## src/rtl/wafm_pkg.sv

```systemverilog
`timescale 1ns / 1ps

package wafm_pkg;

    localparam int WIRES_PER_SET   = 8;
    localparam int COORD_FRAC_BITS = 15;
    localparam int FIELD_FRAC_BITS = 24;
    localparam int SCALE_SHIFT     = 64 - COORD_FRAC_BITS - FIELD_FRAC_BITS;

    // Configuration port
    localparam int CFG_W      = 15;
    localparam int CFG_ADDR_W = 1;
    localparam logic [CFG_ADDR_W-1:0] REG_RING_RADIUS  = 1'd0;
    localparam logic [CFG_ADDR_W-1:0] REG_WIRE_CURRENT = 1'd1;
    localparam int RADIUS_W  = 15;
    localparam int CURRENT_W = 10;
    localparam logic [RADIUS_W-1:0]  RADIUS_RESET  = 15'd5898;
    localparam logic [CURRENT_W-1:0] CURRENT_RESET = 10'd400;

    // Datapath widths
    localparam int COORD_W = 16;
    localparam int ROM_W   = 32;
    localparam int POS_W   = 17;
    localparam int DIFF_W  = 18;
    localparam int ABS_W   = 17;
    localparam int D2_W    = 2 * ABS_W + 1;
    localparam int NUM_W   = CURRENT_W + ABS_W;
    localparam int K_SPLIT = 21;
    localparam int PROD_W  = NUM_W + 2 * K_SPLIT;
    localparam int QW      = PROD_W - SCALE_SHIFT;
    localparam int FIELD_W = 32;
    localparam int MAG_W   = 31;
    localparam int SQ_W    = 64;
    localparam int SQ_STEPS = 32;

    localparam longint unsigned PI_Q30 = 64'd3373259426;
    localparam longint unsigned ONE_Q30 = 64'd1073741824;
    // mu0 / (2 pi) in Q64, split into two 21-bit halves for the multipliers
    localparam longint unsigned K_MU = 64'd3689348814742;
    localparam logic [K_SPLIT-1:0] K_LO = K_SPLIT'(K_MU);
    localparam logic [K_SPLIT-1:0] K_HI = K_SPLIT'(K_MU >> K_SPLIT);

    localparam logic [FIELD_W-1:0] SAT_MAX = 32'h7fff_ffff;

    // One wire on its way through the divider cells
    typedef struct packed {
        logic            valid;
        logic            first;
        logic            last;
        logic            on;
        logic            negx;
        logic            negy;
        logic [D2_W-1:0] d2;
        logic [D2_W-1:0] remx;
        logic [QW-1:0]   qx;
        logic [D2_W-1:0] remy;
        logic [QW-1:0]   qy;
    } div_t;

    // One point on its way through the square-root cells
    typedef struct packed {
        logic               valid;
        logic               on;
        logic [FIELD_W-1:0] fx;
        logic [FIELD_W-1:0] fy;
        logic [SQ_W-1:0]    v;
        logic [SQ_W-1:0]    r;
    } sq_t;

    function automatic longint unsigned tstep(longint unsigned t, longint unsigned phi);
        return (((t * phi) >> 30) * phi) >> 30;
    endfunction

    function automatic longint taylor_sin(longint unsigned phi);
        longint unsigned t;
        longint a;
        t = phi;
        a = longint'(phi);
        t = tstep(t, phi) / 64'd6;   a = a - longint'(t);
        t = tstep(t, phi) / 64'd20;  a = a + longint'(t);
        t = tstep(t, phi) / 64'd42;  a = a - longint'(t);
        t = tstep(t, phi) / 64'd72;  a = a + longint'(t);
        t = tstep(t, phi) / 64'd110; a = a - longint'(t);
        t = tstep(t, phi) / 64'd156; a = a + longint'(t);
        t = tstep(t, phi) / 64'd210; a = a - longint'(t);
        t = tstep(t, phi) / 64'd272; a = a + longint'(t);
        t = tstep(t, phi) / 64'd342; a = a - longint'(t);
        t = tstep(t, phi) / 64'd420; a = a + longint'(t);
        return a;
    endfunction

    function automatic longint taylor_cos(longint unsigned phi);
        longint unsigned t;
        longint a;
        t = ONE_Q30;
        a = longint'(ONE_Q30);
        t = tstep(t, phi) / 64'd2;   a = a - longint'(t);
        t = tstep(t, phi) / 64'd12;  a = a + longint'(t);
        t = tstep(t, phi) / 64'd30;  a = a - longint'(t);
        t = tstep(t, phi) / 64'd56;  a = a + longint'(t);
        t = tstep(t, phi) / 64'd90;  a = a - longint'(t);
        t = tstep(t, phi) / 64'd132; a = a + longint'(t);
        t = tstep(t, phi) / 64'd182; a = a - longint'(t);
        t = tstep(t, phi) / 64'd240; a = a + longint'(t);
        t = tstep(t, phi) / 64'd306; a = a - longint'(t);
        t = tstep(t, phi) / 64'd380; a = a + longint'(t);
        return a;
    endfunction

endpackage

```

## src/rtl/wafm_sqrt_cell.sv

```systemverilog
`timescale 1ns / 1ps

module wafm_sqrt_cell #(
    parameter int STEP = 0
) (
    input  logic         aclk,
    input  logic         aresetn,
    input  logic         en,
    input  wafm_pkg::sq_t din,
    output wafm_pkg::sq_t dout
);

    localparam logic [wafm_pkg::SQ_W-1:0] BIT_V =
        wafm_pkg::SQ_W'(1) << (wafm_pkg::SQ_W - 2 - 2 * STEP);

    wafm_pkg::sq_t cell_reg;
    wafm_pkg::sq_t cell_next;
    logic [wafm_pkg::SQ_W-1:0] trial;

    always_comb begin
        cell_next = din;
        trial = din.r + BIT_V;
        if (din.v >= trial) begin
            cell_next.v = din.v - trial;
            cell_next.r = (din.r >> 1) + BIT_V;
        end else begin
            cell_next.r = din.r >> 1;
        end
    end

    always_ff @(posedge aclk) begin
        if (!aresetn) begin
            cell_reg.valid <= 1'b0;
        end else if (en) begin
            cell_reg <= cell_next;
        end
    end

    assign dout = cell_reg;

endmodule

```

## config.mk

```make
export PLATFORM = sky130hd
export DESIGN_NAME = wafm_sqrt_cell
export DESIGN_NICKNAME = d
export VERILOG_FILES = /design/src/rtl/wafm_pkg.sv /design/src/rtl/wafm_sqrt_cell.sv
export SDC_FILE = /design/constraint.sdc
export NUM_CORES = 1
export LEC_CHECK = 0
export ABC_AREA = 1
export BUFFER_PORTS_ARGS = -buffer_cell sky130_fd_sc_hd__buf_2
export CORE_MARGIN = 3
export CORE_UTILIZATION = 40
export CTS_CLUSTER_SIZE = 30
export DETAILED_ROUTE_END_ITERATION = 10
export PLACE_DENSITY_LB_ADDON = 0.2
export REMOVE_ABC_BUFFERS = 1
export SYNTH_ARGS = -nofsm -noshare
export SYNTH_HDL_FRONTEND = slang
export SYNTH_SLANG_ARGS = --single-unit
export TNS_END_PERCENT = 1
```

## constraint.sdc

```tcl
create_clock -name aclk -period 11.9 [get_ports aclk]
set_input_delay 1.785 -clock aclk [delete_from_list [all_inputs] [get_ports aclk]]
set_output_delay 1.785 -clock aclk [all_outputs]
set_load 0.03 [all_outputs]
```

==> impl_metrics.tcl, run 1 <==
set metrics [dict create \
    fmax_mhz 215 \
    vdd_ir_drop_max_uv 90.0 \
    postCtsHoldBufs 0 \
    drcViolationCount 0 \
    cts.repair.resized 0 \
    nets 2444 \
    ant_nets 0 \
    cts_root_buf "clkbuf_16" \
    vias_per_cell 4.66 \
    hold_violations 0 \
    worstPathCellList "buf_2 -> inv_1 -> ha_1 -> fa_1 -> inv_1 -> nand3_1 -> nand2_4 -> nand2_2 -> nand2_2 -> nand2_2 -> nand2_2 -> nand2_2 -> nand3_2 -> nand2_2 -> nand2_4 -> inv_4 -> nand2_1 -> nand2_1" \
    cts_tree "built" \
    grt_pass1_wl_mm 66.5 \
    ios 391 \
    setup_viol 0 \
    syn_area_sq_um 13000 \
    p_clk_frac 0.290 \
    slew-limit-headroom 0.341 \
    multi_input_area_sq_um 5510 \
    final_max_slew_viol_count 0 \
    drive_above_1_share 0.211 \
    fin_ws_ns 7.26 \
    largest_reg_flops 194 \
    synth_async_sr_flop_share 0 \
    cpPeakStageDelay_ns 0.57 \
    cp-start-kind "input pin" \
    critPathTopFamily "simple AND/OR/NAND/NOR gates" \
    intPower_mw 1.31 \
    synth-edff-count 193 \
    ys_ff_latch 194 \
    crit_slowest_cell "nand2_4" \
    die_area_sq_um 34600 \
    seq_area_sq_um 5820 \
    drt_iter0_markers 763 \
    antenna_found_initial 0 \
    dpl.hpwl_mm 38.1 \
    placement.io_buffers 390 \
    tightest_slew_ns 0.989 \
    ys_types 29 \
    grt_max_degree 116 \
    rows 65 \
    comb_power_share 0.297 \
    clk_path_buf_depth 2 \
    avgSynthCellArea_sq_um 7.26 \
    crit_top_cell "nand2_2" \
    clkTransAtPathRegs_ns 0.07 \
    ys_warn_count 0 \
    syn_inst 1785 \
    p_seq_frac 0.412 \
    swShare 0.356 \
    dp_slack_ns 6.76 \
    numClockSinks 194 \
    die_height_um 186 \
    grt_setup_unrepaired "no" \
    fillers 3248 \
    endpoint_kind "register" \
    switchingPower_mw 0.724 \
    status "finished clean" \
    antennaDiodeCount 0 \
    fp.dieW_um 186 \
    cp_data_required_time_ns 12.11 \
    power.density_nw_per_um2 128 \
    clk_latency_ns 0.45 \
    wire_per_inst_um 17.5 \
    p_leak_nw 8.85 \
    crit_type "input pin to register" \
    maxCapViolCount 0 \
    start_util 0.409 \
    finalCritPeriodShare 0.390 \
    worstPathArrival_ns 4.85 \
    place_congestion 0.915 \
    numCtsBuffers 17 \
    area_growth_pct 22.8 \
    grtUsageTotal 0.258 \
    dominantRegCellSynth "edfxtp_1" \
    cts.htree.levels 4 \
    coreArea_sq_um 31700 \
    hold_slack_ns 0.578 \
    dr.pass1.iters 5 \
    fin_crit_ns 4.64 \
    seq_area_frac_synth 0.449 \
    min_path_type "register to register" \
    grt_overflow 0 \
    wl_mm 45.5 \
    grt_pass1_vias 11700 \
    fin_setup_tns_ns 0 \
    cts_setup_buffers 0 \
    dr_total_vias 12100 \
    cp_max_fo 68 \
    skew_ns 0 \
    cp_num_buf_inv 4 \
]
worst paths after layout:
check | start | to | slack (ns) | cells past startpoint
worst min register to register | dout[193] | dout[193] | 0.58 | 2
worst max-delay path | din[64] | dout[96] | 7.26 | 18
worst min-delay path | dout[193] | dout[193] | 0.58 | 2
worst max register to register | dout[193] | dout[193] | 11.24 | 2
cell usage after synthesis (all sizes together) (2+ instances only):
cell type / number / share of area
a21oi: 44 / 0.017
xor2: 30 / 0.020
xnor2: 2 / 0.0014
edfxtp: 193 / 0.45
nor2: 119 / 0.036
buf: 13 / 0.0075
nand4: 20 / 0.0097
inv: 410 / 0.12
nand2: 772 / 0.23
and2: 2 / 0.00097
nor4: 3 / 0.0014
ha: 64 / 0.062
nand3: 91 / 0.039
nor3: 10 / 0.0050
o21ai: 9 / 0.0035
worst reg2reg max path, stage by stage, from the launching register on:
cell and delay, ns:
dfxtp_1 0.32, o21ai_0 0.16, a21oi_1 0.06
layer usage:
metal	global-route usage	up-vias	wire length, um
met1	0.336	5417	20200
met2	0.438	382	21400
met3	0.0424	51	2700
met4	0.0864	0	1250
li1	-	6247	-
met5	0	-	0
cell type report:
class / instances / share of cell area
multi-input combinational: 1168 / 0.346
inverter: 410 / 0.0973
sequential: 194 / 0.365
tap: 402 / 0.0316
clock buffer: 18 / 0.0270
clock inverter: 14 / 0.00951
timing repair buffer: 391 / 0.123
power by group through the flow:
stage | Combinational, mW | Sequential [mW] | Clock, mW
2_1_floorplan | 0.284 | 0.968 | 0
3_3_place_gp | 0.601 | 0.854 | 0
3_5_place_dp | 0.607 | 0.854 | 0
4_1_cts | 0.608 | 0.839 | 0.599
5_1_grt | 0.670 | 0.844 | 0.622
6_report | 0.605 | 0.838 | 0.590
per-stage QoR:
| step | cells | power, mW | cell area (sq um) | utilization |
|---|---|---|---|---|
| after global routing | 2597 | 2.14 | 15900 | 0.502 |
| after global placement | 2565 | 1.46 | 15300 | 0.483 |
| after floorplan | 1772 | 1.25 | 12900 | - |
| final | 2597 | 2.03 | 15900 | 0.502 |
| after detailed placement | 2565 | 1.46 | 15300 | 0.483 |
| after CTS | 2597 | 2.05 | 15900 | 0.502 |
cell usage in the layout, fill, tap and decap left out, types with 8 or more instances in the layout:
cell type,netlist,final
ha_1,64,64
clkbuf_16,0,17
xor2_1,30,30
nand3_1,80,80
edfxtp_1,193,193
inv_2,9,9
a21oi_1,43,43
nor2_2,8,8
buf_2,9,390
nand2_1,762,762
nor2_1,111,111
nand2_2,8,8
nand4_1,20,20
o21ai_0,8,8
nand3_2,11,11
inv_1,400,399
cell families after synthesis:
group,after synthesis,synth area share
AO/OA/AOI/OAI,53,0.0208
XOR/XNOR,32,0.0216
adder cells (fa/ha/maj),65,0.0633
buffers and inverters,423,0.126
flip-flops,194,0.449
AND/OR/NAND/NOR,1018,0.319
Note: power is estimated with default switching activity, not from simulation.
==> run 2, diff against run 1 <==
- clock period: 11.9 -> 4.3 ns (I/O delays scaled with it)
==> impl_metrics.tcl, run 2 (same netlist as run 1, synthesis figures left out) <==
set metrics [dict create \
    cts_setup_buffers 0 \
    cts.htree.levels 4 \
    p_clk_frac 0.287 \
    vdd_ir_drop_max_uv 260 \
    skew_ns 0 \
    drcViolationCount 0 \
    endpoint_kind "register" \
    dr_total_vias 12100 \
    grt_max_degree 81 \
    start_util 0.409 \
    cp-start-kind "input pin" \
    grt_pass1_vias 11800 \
    tightest_slew_ns 0.607 \
    cp_max_fo 27 \
    area_growth_pct 23.3 \
    place_congestion 0.942 \
    cts.repair.resized 0 \
    ant_nets 0 \
    dp_slack_ns 0.723 \
    wl_mm 45.5 \
    grtUsageTotal 0.260 \
    swShare 0.362 \
    numCtsBuffers 17 \
    drive_above_1_share 0.214 \
    finish.utilization 0.504 \
    antenna_found_initial 0 \
    ios 391 \
    final_common_cell "nand2_1" \
    switchingPower_mw 2.04 \
    fin_ws_ns 1.23 \
    grt_setup_unrepaired "no" \
    intPower_mw 3.58 \
    placement.io_buffers 390 \
    finalCritPeriodShare 0.715 \
    seq_area_sq_um 5820 \
    maxCapViolCount 0 \
    wire_per_inst_um 17.5 \
    postCtsHoldBufs 0 \
    grt_pass1_wl_mm 67.1 \
    multi_input_area_sq_um 5510 \
    numClockSinks 194 \
    fin_crit_ns 3.07 \
    final_max_slew_viol_count 0 \
    fmax_mhz 325 \
    dpl_cell_area_sq_um 15400 \
    status "finished clean" \
    power.density_nw_per_um2 352 \
    cp_data_required_time_ns 4.63 \
    crit_type "input pin to register" \
    final_cell_mix "762 x nand2_1, 399 x inv_1, 390 x buf_2, 193 x edfxtp_1, 111 x nor2_1" \
    worstPathArrival_ns 3.40 \
    antennaDiodeCount 0 \
    comb_power_share 0.300 \
    nets 2449 \
    clk_latency_ns 0.45 \
    vias_per_cell 4.65 \
    fp.dieW_um 186 \
    drt_iter0_markers 816 \
    rows 65 \
    slew-limit-headroom 0.592 \
    die_height_um 186 \
    clkTransAtPathRegs_ns 0.08 \
    largest_reg_flops 194 \
    dpl.hpwl_mm 38.7 \
    fillers 3346 \
    cts_root_buf "clkbuf_16" \
    cts_tree "built" \
    clk_path_buf_depth 2 \
    hold_violations 0 \
    die_area_sq_um 34600 \
    p_leak_nw 8.88 \
    dr.pass1.iters 5 \
    fin_area_sq_um 16000 \
    grt_overflow 0 \
    hold_slack_ns 0.363 \
    p_seq_frac 0.413 \
    min_path_type "input pin to register" \
    coreArea_sq_um 31700 \
    setup_viol 0 \
]
[run 2: cell count changes in the layout (fill, tap and decap cells not counted), sizes merged]
cell / before / now
buf: 391 / 396
clkbuf: 18 / 17
bufinv: 2 / 1
clkinv: 5 / 7
clkinvlp: 3 / 2
inv: 414 / 415
[run 2: layer usage]
layer	track usage	up-vias	share of wire
li1	-	6244	-
met2	0.454	381	0.48
met4	0.0721	0	0.021
met3	0.0475	41	0.063
met5	0	-	0
met1	0.332	5439	0.44
[run 2: metrics by stage]
stage / cells / power (mW) / TNS, ns
after floorplan: 1772 / 3.47 / -121.86
after global placement: 2570 / 4.05 / 0
after detailed placement: 2570 / 4.06 / 0
after CTS: 2602 / 5.67 / 0
after global routing: 2602 / 5.91 / 0
final: 2602 / 5.62 / 0
[run 2: critical path, cell delays in order]
cell and delay (ns):
buf_2 0.08, inv_1 0.04, ha_1 0.20, fa_1 0.40, inv_1 0.10, nand3_1 0.11
nand2_4 0.12, nand2_2 0.05, nand2_2 0.10, nand2_2 0.06, nand2_2 0.09, nand2_2 0.07
nand3_2 0.08, nand2_2 0.06, nand2_4 0.20, buf_4 0.41, buf_4 0.39, nand2_1 0.10
nand2_1 0.08
[run 2: cell type report]
cell class	count	area share
Clock inverter	15	0.00979
Clock buffer	17	0.0266
Tap cell	402	0.0315
Timing Repair Buffer	396	0.127
Sequential cell	194	0.364
Multi-Input combinational cell	1168	0.345
Inverter	410	0.0969
[run 2: worst paths after layout]
kind	start	endpoint	slack (ns)	depth (start not counted)
hold reg to reg	dout[193]	dout[193]	0.57	2
setup reg to reg	dout[193]	dout[193]	3.65	2
hold / removal	din[188]	dout[188]	0.36	1
setup / recovery	din[64]	dout[90]	1.23	19
[run 2: power by group through the flow]
| stage | Combinational [mW] | Sequential [mW] | Clock, mW |
|---|---|---|---|
| 2_1_floorplan | 0.786 | 2.68 | 0 |
| 3_3_place_gp | 1.68 | 2.36 | 0 |
| 3_5_place_dp | 1.70 | 2.36 | 0 |
| 4_1_cts | 1.70 | 2.32 | 1.64 |
| 5_1_grt | 1.88 | 2.33 | 1.70 |
| 6_report | 1.69 | 2.32 | 1.62 |
==> run 3, diff against run 2 <==
- clock period: 4.3 -> 3 ns (I/O delays scaled with it)
==> impl_metrics.tcl, run 3 (same netlist as run 1, synthesis figures left out) <==
set metrics [dict create \
    status "finished clean" \
    ant_nets 0 \
    final_cell_mix "762 x nand2_1, 399 x inv_1, 390 x buf_2, 193 x edfxtp_1, 111 x nor2_1" \
    cp_max_fo 30 \
    place_congestion 0.964 \
    crit_slowest_cell "fa_1" \
    fin_cells 2618 \
    place_inst 2585 \
    largest_reg_flops 194 \
    dr_total_vias 12300 \
    antenna_found_initial 1 \
    worstPathCellList "buf_2 -> inv_1 -> ha_1 -> fa_1 -> inv_1 -> nand3_1 -> nand2_4 -> nand2_2 -> nand2_2 -> nand2_2 -> nand2_2 -> nand2_2 -> nand3_2 -> nand2_2 -> nand2_4 -> inv_4 -> buf_12 -> nand2_1 -> nand2_1" \
    grt_pass1_vias 11900 \
    p_leak_nw 8.96 \
    multi_input_area_sq_um 5510 \
    clk_path_buf_depth 2 \
    wire_per_inst_um 17.9 \
    grt_pass1_wl_mm 68.7 \
    worstPathArrival_ns 2.64 \
    drive_above_1_share 0.218 \
    slew-limit-headroom 0.648 \
    cts_tree "built" \
    start_util 0.409 \
    coreArea_sq_um 31700 \
    fmax_mhz 412 \
    crit_type "input pin to register" \
    cp_data_required_time_ns 3.21 \
    cts_setup_buffers 0 \
    ios 391 \
    finalPower_mw 8.00 \
    die_area_sq_um 34600 \
    cts_root_buf "clkbuf_16" \
    maxCapViolCount 0 \
    final_max_slew_viol_count 0 \
    seq_area_sq_um 5820 \
    dr.pass1.iters 6 \
    placement.io_buffers 390 \
    vias_per_cell 4.70 \
    grtUsageTotal 0.268 \
    clkTransAtPathRegs_ns 0.08 \
    drt_iter0_markers 831 \
    drcViolationCount 0 \
    fin_ws_ns 0.571 \
    power.density_nw_per_um2 497 \
    endpoint_kind "register" \
    postCtsHoldBufs 0 \
    dp_slack_ns 0.0806 \
    finalCritPeriodShare 0.810 \
    tightest_slew_ns 0.528 \
    cts.htree.levels 4 \
    fin_crit_ns 2.43 \
    grt_setup_unrepaired "no" \
    cp-start-kind "input pin" \
    die_height_um 186 \
    grt_max_degree 72 \
    cpPeakStageDelay_ns 0.42 \
    numCtsBuffers 17 \
    cts.repair.resized 0 \
    area_growth_pct 24.3 \
    numClockSinks 194 \
    wl_mm 46.9 \
    hold_start "din[153]" \
    crit_top_cell "nand2_2" \
    dpl.hpwl_mm 39.8 \
    fp.dieW_um 186 \
    nets 2464 \
    hold_violations 0 \
    min_path_type "input pin to register" \
    clk_latency_ns 0.44 \
    fillers 3285 \
    setup_viol 0 \
    rows 65 \
    vdd_ir_drop_max_uv 351 \
    grt_overflow 0 \
    regToRegStartpoint "dout[193]" \
    skew_ns 0 \
    hold_slack_ns 0.172 \
    final_common_cell "nand2_1" \
    startpoint "din[64]" \
]
run 3: cell count changes in the layout (fill, tap and decap cells not counted), sizes merged:
| cell | previous run | this run |
|---|---|---|
| buf | 396 | 411 |
| clkbuf | 17 | 20 |
| clkinv | 7 | 5 |
| bufinv | 1 | 0 |
| diode | 0 | 1 |
run 3: layout make-up:
| class | instances | area share |
|---|---|---|
| clock buffers | 20 | 0.0271 |
| multi-input cells | 1168 | 0.342 |
| well taps | 402 | 0.0312 |
| flip-flops and latches | 194 | 0.361 |
| clock inverters | 12 | 0.00606 |
| inverters | 410 | 0.0962 |
| repair buffers | 411 | 0.136 |
| diodes | 1 | 0.000155 |
run 3: per-stage QoR:
stage                util  TNS, ns  cell area (sq um)
finish              0.508        0              16100
global placement    0.491        0              15600
detailed placement  0.491        0              15600
global route        0.508        0              16100
CTS                 0.508        0              16100
floorplan               -  -335.12              12900
run 3: layer usage:
layer,track usage,vias to the layer above,share of wire
li1,-,6298,-
met1,0.353,5546,0.44
met2,0.456,426,0.47
met3,0.0471,44,0.070
met4,0.0700,0,0.020
met5,0,-,0
run 3: final timing paths:
path | end | slack, ns | cells past startpoint
max | dout[126] | 0.57 | 19
min | dout[153] | 0.17 | 1
max reg2reg | dout[193] | 2.32 | 2
min reg2reg | dout[193] | 0.59 | 2
run 3: worst max-delay path: cells and delay by family:
family                   cells  cell delay, ns
AND/OR/NAND/NOR             12            1.10
adder cells (fa/ha/maj)      2            0.62
buffers and inverters        5            0.42
run 3: report_power, final:
part,internal (mW),switching (mW)
combinational,0.746,1.75
sequential,3.26,0.0631
clock,1.08,1.10
total,5.09,2.91
