### config.mk
export PLATFORM = sky130hd
export DESIGN_NAME = wafm_div_cell
export DESIGN_NICKNAME = d
export VERILOG_FILES = /design/src/rtl/wafm_pkg.sv /design/src/rtl/wafm_div_cell.sv
export SDC_FILE = /design/constraint.sdc
export NUM_CORES = 1
export LEC_CHECK = 0
export ABC_AREA = 0
export BUFFER_PORTS_ARGS = -buffer_cell sky130_fd_sc_hd__buf_2
export CAP_MARGIN = 10
export CORE_AREA = 3 3 156 158
export DETAILED_ROUTE_END_ITERATION = 6
export DIE_AREA = 0 0 159 161
export PLACE_DENSITY_LB_ADDON = 0.15
export SETUP_SLACK_MARGIN = 0.05
export SYNTH_ARGS = -nofsm -noshare
export SYNTH_HDL_FRONTEND = slang
export SYNTH_SLANG_ARGS = --single-unit
### constraint.sdc
create_clock -name aclk -period 7.76 [get_ports aclk]
set_input_delay 0.776 -clock aclk [delete_from_list [all_inputs] [get_ports aclk]]
set_output_delay 0.776 -clock aclk [all_outputs]
set_load 0.05 [all_outputs]
### src/rtl/wafm_pkg.sv
`timescale 1ns / 1ps

package wafm_pkg;

    localparam int WIRES_PER_SET   = 8;
    localparam int COORD_FRAC_BITS = 15;
    localparam int FIELD_FRAC_BITS = 24;
    localparam int SCALE_SHIFT     = 64 - COORD_FRAC_BITS - FIELD_FRAC_BITS;

    // Configuration port
    localparam int CFG_W      = 15;
    localparam int CFG_ADDR_W = 1;
    localparam logic [CFG_ADDR_W-1:0] REG_RING_RADIUS  = 1'd0;
    localparam logic [CFG_ADDR_W-1:0] REG_WIRE_CURRENT = 1'd1;
    localparam int RADIUS_W  = 15;
    localparam int CURRENT_W = 10;
    localparam logic [RADIUS_W-1:0]  RADIUS_RESET  = 15'd5898;
    localparam logic [CURRENT_W-1:0] CURRENT_RESET = 10'd400;

    // Datapath widths
    localparam int COORD_W = 16;
    localparam int ROM_W   = 32;
    localparam int POS_W   = 17;
    localparam int DIFF_W  = 18;
    localparam int ABS_W   = 17;
    localparam int D2_W    = 2 * ABS_W + 1;
    localparam int NUM_W   = CURRENT_W + ABS_W;
    localparam int K_SPLIT = 21;
    localparam int PROD_W  = NUM_W + 2 * K_SPLIT;
    localparam int QW      = PROD_W - SCALE_SHIFT;
    localparam int FIELD_W = 32;
    localparam int MAG_W   = 31;
    localparam int SQ_W    = 64;
    localparam int SQ_STEPS = 32;

    localparam longint unsigned PI_Q30 = 64'd3373259426;
    localparam longint unsigned ONE_Q30 = 64'd1073741824;
    // mu0 / (2 pi) in Q64, split into two 21-bit halves for the multipliers
    localparam longint unsigned K_MU = 64'd3689348814742;
    localparam logic [K_SPLIT-1:0] K_LO = K_SPLIT'(K_MU);
    localparam logic [K_SPLIT-1:0] K_HI = K_SPLIT'(K_MU >> K_SPLIT);

    localparam logic [FIELD_W-1:0] SAT_MAX = 32'h7fff_ffff;

    // One wire on its way through the divider cells
    typedef struct packed {
        logic            valid;
        logic            first;
        logic            last;
        logic            on;
        logic            negx;
        logic            negy;
        logic [D2_W-1:0] d2;
        logic [D2_W-1:0] remx;
        logic [QW-1:0]   qx;
        logic [D2_W-1:0] remy;
        logic [QW-1:0]   qy;
    } div_t;

    // One point on its way through the square-root cells
    typedef struct packed {
        logic               valid;
        logic               on;
        logic [FIELD_W-1:0] fx;
        logic [FIELD_W-1:0] fy;
        logic [SQ_W-1:0]    v;
        logic [SQ_W-1:0]    r;
    } sq_t;

    function automatic longint unsigned tstep(longint unsigned t, longint unsigned phi);
        return (((t * phi) >> 30) * phi) >> 30;
    endfunction

    function automatic longint taylor_sin(longint unsigned phi);
        longint unsigned t;
        longint a;
        t = phi;
        a = longint'(phi);
        t = tstep(t, phi) / 64'd6;   a = a - longint'(t);
        t = tstep(t, phi) / 64'd20;  a = a + longint'(t);
        t = tstep(t, phi) / 64'd42;  a = a - longint'(t);
        t = tstep(t, phi) / 64'd72;  a = a + longint'(t);
        t = tstep(t, phi) / 64'd110; a = a - longint'(t);
        t = tstep(t, phi) / 64'd156; a = a + longint'(t);
        t = tstep(t, phi) / 64'd210; a = a - longint'(t);
        t = tstep(t, phi) / 64'd272; a = a + longint'(t);
        t = tstep(t, phi) / 64'd342; a = a - longint'(t);
        t = tstep(t, phi) / 64'd420; a = a + longint'(t);
        return a;
    endfunction

    function automatic longint taylor_cos(longint unsigned phi);
        longint unsigned t;
        longint a;
        t = ONE_Q30;
        a = longint'(ONE_Q30);
        t = tstep(t, phi) / 64'd2;   a = a - longint'(t);
        t = tstep(t, phi) / 64'd12;  a = a + longint'(t);
        t = tstep(t, phi) / 64'd30;  a = a - longint'(t);
        t = tstep(t, phi) / 64'd56;  a = a + longint'(t);
        t = tstep(t, phi) / 64'd90;  a = a - longint'(t);
        t = tstep(t, phi) / 64'd132; a = a + longint'(t);
        t = tstep(t, phi) / 64'd182; a = a - longint'(t);
        t = tstep(t, phi) / 64'd240; a = a + longint'(t);
        t = tstep(t, phi) / 64'd306; a = a - longint'(t);
        t = tstep(t, phi) / 64'd380; a = a + longint'(t);
        return a;
    endfunction

endpackage

### src/rtl/wafm_div_cell.sv
`timescale 1ns / 1ps

module wafm_div_cell (
    input  logic          aclk,
    input  logic          aresetn,
    input  logic          en,
    input  wafm_pkg::div_t din,
    output wafm_pkg::div_t dout
);

    wafm_pkg::div_t cell_reg;
    wafm_pkg::div_t cell_next;
    logic [wafm_pkg::D2_W:0] tx;
    logic [wafm_pkg::D2_W:0] ty;
    logic [wafm_pkg::D2_W:0] dd;

    // One restoring step on both lanes; the dividend shifts out of q as the
    // quotient bits shift in.
    always_comb begin
        cell_next = din;
        dd = {1'b0, din.d2};
        tx = {din.remx, din.qx[wafm_pkg::QW-1]};
        ty = {din.remy, din.qy[wafm_pkg::QW-1]};
        if (tx >= dd) begin
            cell_next.remx = wafm_pkg::D2_W'(tx - dd);
            cell_next.qx = {din.qx[wafm_pkg::QW-2:0], 1'b1};
        end else begin
            cell_next.remx = wafm_pkg::D2_W'(tx);
            cell_next.qx = {din.qx[wafm_pkg::QW-2:0], 1'b0};
        end
        if (ty >= dd) begin
            cell_next.remy = wafm_pkg::D2_W'(ty - dd);
            cell_next.qy = {din.qy[wafm_pkg::QW-2:0], 1'b1};
        end else begin
            cell_next.remy = wafm_pkg::D2_W'(ty);
            cell_next.qy = {din.qy[wafm_pkg::QW-2:0], 1'b0};
        end
    end

    always_ff @(posedge aclk) begin
        if (!aresetn) begin
            cell_reg.valid <= 1'b0;
        end else if (en) begin
            cell_reg <= cell_next;
        end
    end

    assign dout = cell_reg;

endmodule

==> results.md, run 1 <==
- Critical path startpoint category: primary input
- Gate Count Post-Synth: between 900 and 1,000
- PwrDens: between 200 and 250 mW/mm^2
- Routed wire length per instance: 20.0 um
- Area leader, netlist: edfxtp_1
- I/O Pins: ~400
- Final-report hold violation count: 0
- Worst Path Max Fanout: 22
- Sequential area share after synthesis: 0.541
- Core Box Area: between 0.02 and 0.025 mm^2
- Global-route wire length before repair: a little under 50 mm
- Setup Skew: 0 ns
- FF+latch count, synth: 199
- Sw power: between 0.001 and 0.0015 W
- Port buffer count: 400
- Reg clk slew, reported paths: 0.08 ns
- Die area: approximately 0.026 mm^2
- Synth Area in Adders: 0.0831
- Die Wd: 159 um
- Netlist cell types: 66
- Layout cell share with drive strength beyond 1: 0.376
- Setup tns final: 0 ns
- DR vias: 8,577
- Top post-synthesis cells by count: edfxtp_1, a21oi_1, ha_1, nor2_1, inv_1
- Worst skew pair latency: between 0.4 and 0.5 ns
- Worst Path Required: about 8 ns
- Routability cong.: slightly above 0.9
- Overall power: around 0.0032 W
- Worst slew pin tran: just under 1 ns
- Slew margin rel.: 0.352
- Synth warn: 0
- Peak supply drop: approximately 120 uV
- Sequential Power Share: 0.412
- Hold_buf cts: 0
- Main combinational cell family by area after synthesis: compound AO/OA/AOI/OAI gates
- Reg2reg setup slack: approximately 7.2 ns
- Post-Synth Simple-Gate Area: 0.0847
- Max reg flops: 199
- Filler Cell Count: slightly above 2,000
- CTS tree: built
- Clock network power share: 0.289
- Root Driver: clkbuf_16
- Routed vias/inst: 5.27
- Post-route DRC violation count: 0
- H-tree depth: 4
- Clk buf depth: 2
- Synth area leaders: edfxtp_1, ha_1, a21oi_1
- Gate power share: 0.299
- FF+latch area: roughly 0.0060 mm^2
- Resize count post-CTS: 0
- Post-DP HPWL: ~26 mm
- Post-CTS Setup Inserts: 0
- Worst Hold Class: in -> reg
- WP data arrival: about 4.3 ns
- Top cell type's share of synthesized area: 0.539
- Compound-cell area share of the yosys netlist: 0.145
- Synth Area in XOR/XNOR: 0.0485
- Pins Over Slew Limit: 0
- Post-layout util: 0.594
- Area of the multi-input gates: between 0.004 and 0.005 mm^2
- Initial core utilization: 0.474
- Avg Cell Area, Syn: 12.1 um^2
- Total track usage: 0.245
- Switching share of total power: 0.358
- Wirelength, routed: between 30 and 40 mm
- Number of synthesized flops with an enable pin: a little under 200
- Nets: roughly 1,600
- Status: complete, no violations
- Final period util: 0.526
- Largest net degree at the start of global routing: 77
- Sink Count: between 150 and 200
- Final worst path period need: about 4 ns
- CP endpoint kind: flip-flop
- Post-Syn Nets: 1,182
- Primary FF master, synth: edfxtp_1
- Max_cap viols: 0
- Asr flop ratio synth: 0
- Crit Path Class: in -> reg
- Internal power: ~0.0021 W
- Leakage: between 6 and 7 nW
- GR Overflow Total: 0
- Mux cell area share after synthesis: 0.0558
- RSZ-0062 raised after global routing: no
- Top-count cell post-synth: edfxtp_1
- Post-Syn Area: roughly 0.011 mm^2
- 1st-iter DRT viols: approximately 560
- Die Span Y: 161 um
- Antenna violations before repair: 9
- DR pass1 iterations: 5
- Num CTS Buffers: 17
- Final setup viols: 0
- Syn-to-layout area delta: 25.4%
- FMAX: roughly 0.24 GHz
- Vias in the first global route: 8,447
- Core Rows: 56
- Antenna viol nets, final: 0
layout make-up:
type                       instances  area share
clock buffer                      17      0.0308
antenna                            3    0.000543
inverter                          54      0.0147
sequential                       199       0.431
multi-input combinational        615       0.332
tap                              319      0.0289
timing repair buffer             404       0.147
clock inverter                    15      0.0142
layer usage:
metal / wire length [um] / GRT usage
met5: 77 / 0
met1: 13100 / 0.295
met3: 2340 / 0.0772
met2: 16300 / 0.425
met4: 706 / 0.0700
cells in the final DEF, fill, tap and decap left out, types with 8 or more instances in the layout:
cell       count
o21ai_0       35
nand2b_1       9
inv_1         54
xnor2_1       35
nor2_1        67
a31oi_1        9
a21oi_1       88
ha_1          70
nor2b_1        8
a21o_1        41
clkbuf_16     17
mux2_4        27
mux2_2         9
nand4_1       15
edfxtp_1     198
nand2_1       36
and3_1         8
nand3_1       17
buf_2        400
xor2_1        26
o21a_1         9
worst max-delay path: stages:
cell and delay, ns:
buf_2 0.08, inv_1 0.04, ha_1 0.22, fa_1 0.40
nand2b_1 0.20, a211oi_1 0.38, nor3_2 0.11, o21a_1 0.26
o21ai_2 0.25, a211oi_2 0.13, a21oi_4 0.51, buf_4 0.51
mux2_2 0.38
cells by family after synthesis:
group                    after synthesis
AO/OA/AOI/OAI                        247
XOR/XNOR                              61
adder cells (fa/ha/maj)               72
buffers and inverters                 94
flip-flops                           199
multiplexers                          46
AND/OR/NAND/NOR                      189
per-stage QoR:
stage	area, um^2	hold WS (ns)	std cells	setup WS, ns
floorplan	11000	0.743	908	1.91
global placement	13200	0.501	1591	3.32
detailed placement	13200	0.503	1591	3.21
CTS	13800	0.482	1623	3.66
global route	13800	0.479	1625	3.48
finish	13800	0.508	1626	3.68
power by group through the flow:
| stage | clock, W | combinational, W | sequential (W) |
|---|---|---|---|
| finish | 0.000925 | 0.000958 | 0.00132 |
| global route | 0.000981 | 0.00102 | 0.00133 |
| CTS | 0.000946 | 0.000960 | 0.00132 |
| detailed placement | 0 | 0.000956 | 0.00134 |
| global placement | 0 | 0.000950 | 0.00134 |
| floorplan | 0 | 0.000415 | 0.00166 |
worst paths after layout:
check	startpoint	to	cells past startpoint
max	din[122]	dout[125]	13
min	din[22]	dout[23]	1
min reg2reg	dout[198]	dout[198]	2
max reg2reg	dout[198]	dout[198]	2
No activity file was read; power rests on OpenSTA's default activity.
==> inputs of run 2 (changes only) <==
- CORE_AREA: 3 3 156 158 -> default
- CORE_ASPECT_RATIO: default -> 1.2
- CORE_MARGIN: default -> 3
- CORE_UTILIZATION: default -> 46
- DIE_AREA: 0 0 159 161 -> default
- clock period: 7.76 -> 3.6 ns (I/O delays scaled with it)
==> run 2 against run 1 <==
Effect of this change:
- register-to-register slack worse by 4.2 ns
- critical path type unchanged
- largest power group unchanged
- first-iteration DRC count shrank 5.9%
- cell count grew 1.2%
- worst hold slack worse by 0.42 ns
- highest routed layer unchanged
- wire length increased by 5.7%
- clock-buffer cell count up 1
- flip-flop and latch count unchanged
- largest cell class unchanged
==> results.md, run 2 (synthesis results as in run 1) <==
- Status: complete, no violations
- Internal power: between 0.004 and 0.005 W
- Core Rows: 61
- Total track usage: 0.259
- Final worst path period need: between 3 and 4 ns
- Most frequent cells in the layout: buf_2, edfxtp_1, a21oi_1
- H-tree depth: 4
- RSZ-0062 raised after global routing: no
- Root Driver: clkbuf_16
- Max incr delay on CP: about 0.40 ns
- Pins Over Slew Limit: 0
- Largest net degree at the start of global routing: about 60
- Peak supply drop: between 300 and 400 uV
- Setup tns final: 0 ns
- Leakage: around 6.3 nW
- Routed wire length per instance: between 20 and 25 um
- DR vias: approximately 8,700
- Global-route wire length before repair: ~51 mm
- Num CTS Buffers: 17
- CP endpoint kind: flip-flop
- Crit path buffers/inverters: 4
- Hold EP: dout[97]
- Reg2Reg Launch Point: dout[198]
- Placed cell area: ~0.013 mm^2
- Worst slew pin tran: between 0.8 and 0.9 ns
- Antenna violations before repair: 6
- Max_cap viols: 0
- Slew margin rel.: 0.445
- Gate power share: 0.307
- DR pass1 iterations: 5
- Clk buf depth: 2
- Post-DP HPWL: 27.5 mm
- Reg2reg end: dout[198]
- Min-delay src: din[96]
- I/O Pins: ~400
- Nets: between 1,500 and 2,000
- Design Area, Final: between 0.01 and 0.015 mm^2
- Slowest-stage cell, CP: o31ai_1
- CP cell instances: buf_2 -> inv_1 -> ha_1 -> nor2b_1 -> o31ai_1 -> a22oi_1 -> buf_4 -> a31oi_1 -> o21ai_2 -> a21oi_1 -> buf_4 -> o21ai_0 -> xor2_1 -> mux2_4
- Antenna viol nets, final: 0
- Sink Count: about 200
- Switching share of total power: 0.359
- Reg clk slew, reported paths: roughly 0.09 ns
- Worst Hold Class: in -> reg
- Worst Path Max Fanout: 4
- CTS tree: built
- Clock network power share: 0.284
- Hold_buf cts: 0
- Hold Crit Depth: 1
- Critical path startpoint category: primary input
- Final period util: 0.847
- Wirelength, routed: ~34 mm
- FMAX: 0.328 GHz
- Die Wd: 147 um
- WP data arrival: between 3 and 4 ns
- Routed vias/inst: approximately 5.3
- CP delay by family, top: compound AO/OA/AOI/OAI gates
- Post-CTS Setup Inserts: 0
- Layout cell share with drive strength beyond 1: 0.386
- Setup Skew: 0 ns
- Worst skew pair latency: 0.44 ns
- Sequential Power Share: 0.409
- Max reg flops: a little under 200
- Initial core utilization: 0.472
- Die Span Y: 176 um
- GR Overflow Total: 0
- PwrDens: about 500 mW/mm^2
- 1st-iter DRT viols: about 520
- Crit Path Class: in -> reg
- Most common cell after layout, fill and taps aside: buf_2
- Routability cong.: around 0.9
- Vias in the first global route: roughly 8,800
- Reg2reg setup slack: 2.99 ns
- Port buffer count: 400
- Final setup viols: 0
- Die area: 0.0259 mm^2
- Resize count post-CTS: 0
- Post-route DRC violation count: 0
- Final-report hold violation count: 0
- R2R cell count: 2
- Syn-to-layout area delta: 27.2%
- Core Box Area: approximately 0.023 mm^2
- Worst Path Required: around 3.8 ns
- Sw power: 0.00250 W
- CP dominant cell by count: buf_4
## run 2: final cells by class
cell class | count | area [um^2]
fillers | 2104 | 9330
flip-flops and latches | 199 | 5970
multi-input cells | 615 | 4600
repair buffers | 425 | 2250
clock buffers | 18 | 429
well taps | 315 | 394
inverters | 54 | 203
clock inverters | 14 | 170
diodes | 5 | 12.5
## run 2: worst max path at each step
stage / from / to / cells after the start
after floorplan: aresetn / dout[0] / 1
after global placement: din[182] / dout[157] / 12
after detailed placement: din[182] / dout[157] / 12
after CTS: din[182] / dout[157] / 12
after global routing: din[159] / dout[152] / 14
final: din[159] / dout[152] / 14
## run 2: routing by layer
layer	vias up	share of wire	wire, um	GRT usage
li1	4217	-	-	-
met1	4161	0.39	13300	0.303
met2	308	0.51	17400	0.453
met3	35	0.091	3120	0.0898
met4	4	0.017	569	0.0711
met5	-	0.00079	27	0
## run 2: power by group through the flow
stage	registers, W	clock network, W	logic (W)
6_report	0.00284	0.00198	0.00213
3_3_place_gp	0.00289	0	0.00211
5_1_grt	0.00286	0.00212	0.00228
3_5_place_dp	0.00289	0	0.00213
2_1_floorplan	0.00356	0	0.000894
4_1_cts	0.00284	0.00203	0.00214
## run 2: stage by stage
| stage | util | instances | setup slack [ns] | total power [W] | hold WS [ns] |
|---|---|---|---|---|---|
| floorplan | - | 908 | 0.353 | 0.00446 | 0.459 |
| global placement | 0.574 | 1608 | 0.218 | 0.00501 | 0.495 |
| detailed placement | 0.574 | 1608 | 0.196 | 0.00502 | 0.513 |
| CTS | 0.600 | 1640 | 0.669 | 0.00701 | 0.0693 |
| global route | 0.600 | 1644 | 0.441 | 0.00725 | 0.0666 |
| finish | 0.600 | 1645 | 0.551 | 0.00695 | 0.0921 |
==> inputs of run 3 (changes only) <==
- CORE_AREA: default -> 3 3 156 158
- CORE_ASPECT_RATIO: 1.2 -> default
- CORE_MARGIN: 3 -> default
- CORE_UTILIZATION: 46 -> default
- DIE_AREA: default -> 0 0 159 161
- clock period: 3.6 -> 2.9 ns (I/O delays scaled with it)
==> run 3 against run 2 <==
Effect of this change:
- global-route usage rose by 1.1 points
- via count grew 8.6%
- largest power group unchanged
- total power grew 29%
- register-to-register slack lost 0.70 ns
- clock power grew 27%
- sequential power is 25% higher
- clock skew stayed put
- sequential share of layout area is 3.7 points lower
==> results.md, run 3 (synthesis results as in run 1) <==
- Most frequent cells in the layout: buf_2, edfxtp_1, buf_4
- Layout cell share with drive strength beyond 1: 0.444
- Switching share of total power: 0.357
- Post-DP HPWL: between 20 and 30 mm
- Die Span Y: around 160 um
- Routability cong.: roughly 0.91
- Reg clk slew, reported paths: ~0.090 ns
- Final-report hold violation count: 0
- DR pass1 iterations: 6
- RSZ-0062 raised after global routing: no
- Initial core utilization: 0.474
- Area of the multi-input gates: 0.00464 mm^2
- H-tree depth: 4
- Inst Count DP: around 1,800
- Num CTS Buffers: 17
- Global-route wire length before repair: roughly 53 mm
- Sequential Power Share: 0.395
- Most common cell after layout, fill and taps aside: buf_2
- Non-filler cells, final: around 1,800
- 1st-iter DRT viols: ~620
- Overall power: slightly below 0.009 W
- I/O Pins: about 400
- Status: complete, no violations
- Pins Over Slew Limit: 0
- Worst Hold Class: in -> reg
- Largest net degree at the start of global routing: 149
- Routed wire length per instance: between 15 and 20 um
- R2R cell count: 2
- Antenna viol nets, final: 0
- Design Area, Final: 0.0153 mm^2
- Max_cap viols: 0
- Final period util: 0.938
- Antenna violations before repair: 10
- Setup Skew: 0 ns
- Crit path buffers/inverters: 2
- Max reg flops: roughly 200
- Vias in the first global route: 9,486
- Final worst path period need: approximately 2.7 ns
- Routed vias/inst: 5.23
- Worst Path Required: roughly 3.1 ns
- Worst Path Max Fanout: 17
- Crit Path Class: in -> reg
- Hold Slack: 0.0158 ns
- Sw power: 0.00320 W
- CP delay by family, top: compound AO/OA/AOI/OAI gates
- Reg2Reg Launch Point: dout[198]
- Die Wd: 159 um
- Root Driver: clkbuf_16
- Final setup viols: 0
- Placed cell area: approximately 0.014 mm^2
- Reg2reg end: dout[198]
- CP cell instances: buf_2 -> ha_1 -> fa_2 -> nand2b_1 -> a211o_1 -> a21o_1 -> a21oi_2 -> nor3_2 -> o21ai_1 -> a31o_2 -> buf_12 -> mux2_2
- DR vias: ~9,500
- Slowest-stage cell, CP: fa_2
- Critical path depth: 12
- Peak supply drop: roughly 430 uV
- WP data arrival: ~2.9 ns
- Core Rows: 56
- FF+latch area: just under 0.006 mm^2
- Filler Cell Count: about 1,900
- Clk buf depth: 2
- PwrDens: roughly 600 mW/mm^2
- Wirelength, routed: 35.7 mm
- Critical path startpoint category: primary input
- FMAX: around 0.37 GHz
- CTS tree: built
- Die area: 0.0256 mm^2
- Syn-to-layout area delta: 39.2%
- Origin of the worst setup path: din[158]
- Internal power: between 0.005 and 0.006 W
- Reg2reg setup slack: roughly 2.3 ns
- CP endpoint kind: flip-flop
- Nets: 1,748
- Post-route DRC violation count: 0
- Gate power share: 0.324
- Sink Count: between 150 and 200
- GR Overflow Total: 0
- Worst Setup EP: dout[48]
- Port buffer count: 400
- Slew margin rel.: 0.421
- Leakage: just over 7 nW
- Total track usage: 0.270
- Worst skew pair latency: ~0.44 ns
- Core Box Area: approximately 0.023 mm^2
- Worst slew pin tran: a little under 0.9 ns
- Max incr delay on CP: about 0.36 ns
- Clock network power share: 0.281
## run 3: cell types whose count changed in the layout (fill, tap and decap cells not counted), sizes merged
| cell | before | now |
|---|---|---|
| dlygate4sd3 | 0 | 21 |
| buf | 425 | 566 |
| clkinv | 5 | 8 |
| diode | 5 | 6 |
| clkbuf | 18 | 17 |
| inv | 63 | 61 |
## run 3: timing repair
action / CTS / global route
hold buffers: 9 / 12
hold endpoints to repair: 9 / 12
gates resized for setup: 0 / 2
setup buffers: 0 / 0
endpoints found under the setup margin: 0 / 2
## run 3: power by group through the flow
stage,sequential (W),combinational [W],clock [W]
floorplan,0.00442,0.00112,0
global placement,0.00360,0.00284,0
detailed placement,0.00360,0.00286,0
CTS,0.00354,0.00289,0.00255
global route,0.00356,0.00309,0.00266
finish,0.00354,0.00290,0.00252
## run 3: cell type report
type                    count  area share
diodes                      6    0.000978
clock buffers              17      0.0277
clock inverters            15      0.0128
inverters                  54      0.0140
multi-input cells         615       0.302
flip-flops and latches    199       0.389
well taps                 319      0.0260
repair buffers            587       0.228
## run 3: per-layer routing
metal / wire [um] / vias to the layer above / share of wire / GRT usage
li1: - / 4546 / - / -
met1: 14000 / 4519 / 0.39 / 0.321
met2: 18200 / 334 / 0.51 / 0.477
met3: 2380 / 62 / 0.067 / 0.0639
met4: 1110 / 10 / 0.031 / 0.102
met5: 66 / - / 0.0018 / 0
## run 3: how the worst min path moves through the flow
stage | startpoint | to | slack (ns) | cells past startpoint
finish | din[7] | dout[8] | 0.02 | 1
global route | din[87] | dout[88] | 0.0002 | 1
CTS | din[32] | dout[33] | 0.00001 | 1
detailed placement | din[42] | dout[43] | 0.47 | 1
global placement | din[42] | dout[43] | 0.47 | 1
floorplan | din[99] | dout[100] | 0.39 | 0
## run 3: per-stage QoR
stage	utilization	setup slack [ns]	TNS, ns
6_report	0.660	0.179	0
5_1_grt	0.660	0.0670	0
4_1_cts	0.654	0.208	0
3_5_place_dp	0.623	-0.248	-11.35
3_3_place_gp	0.623	-0.206	-8.70
2_1_floorplan	-	-0.00235	-0.0469
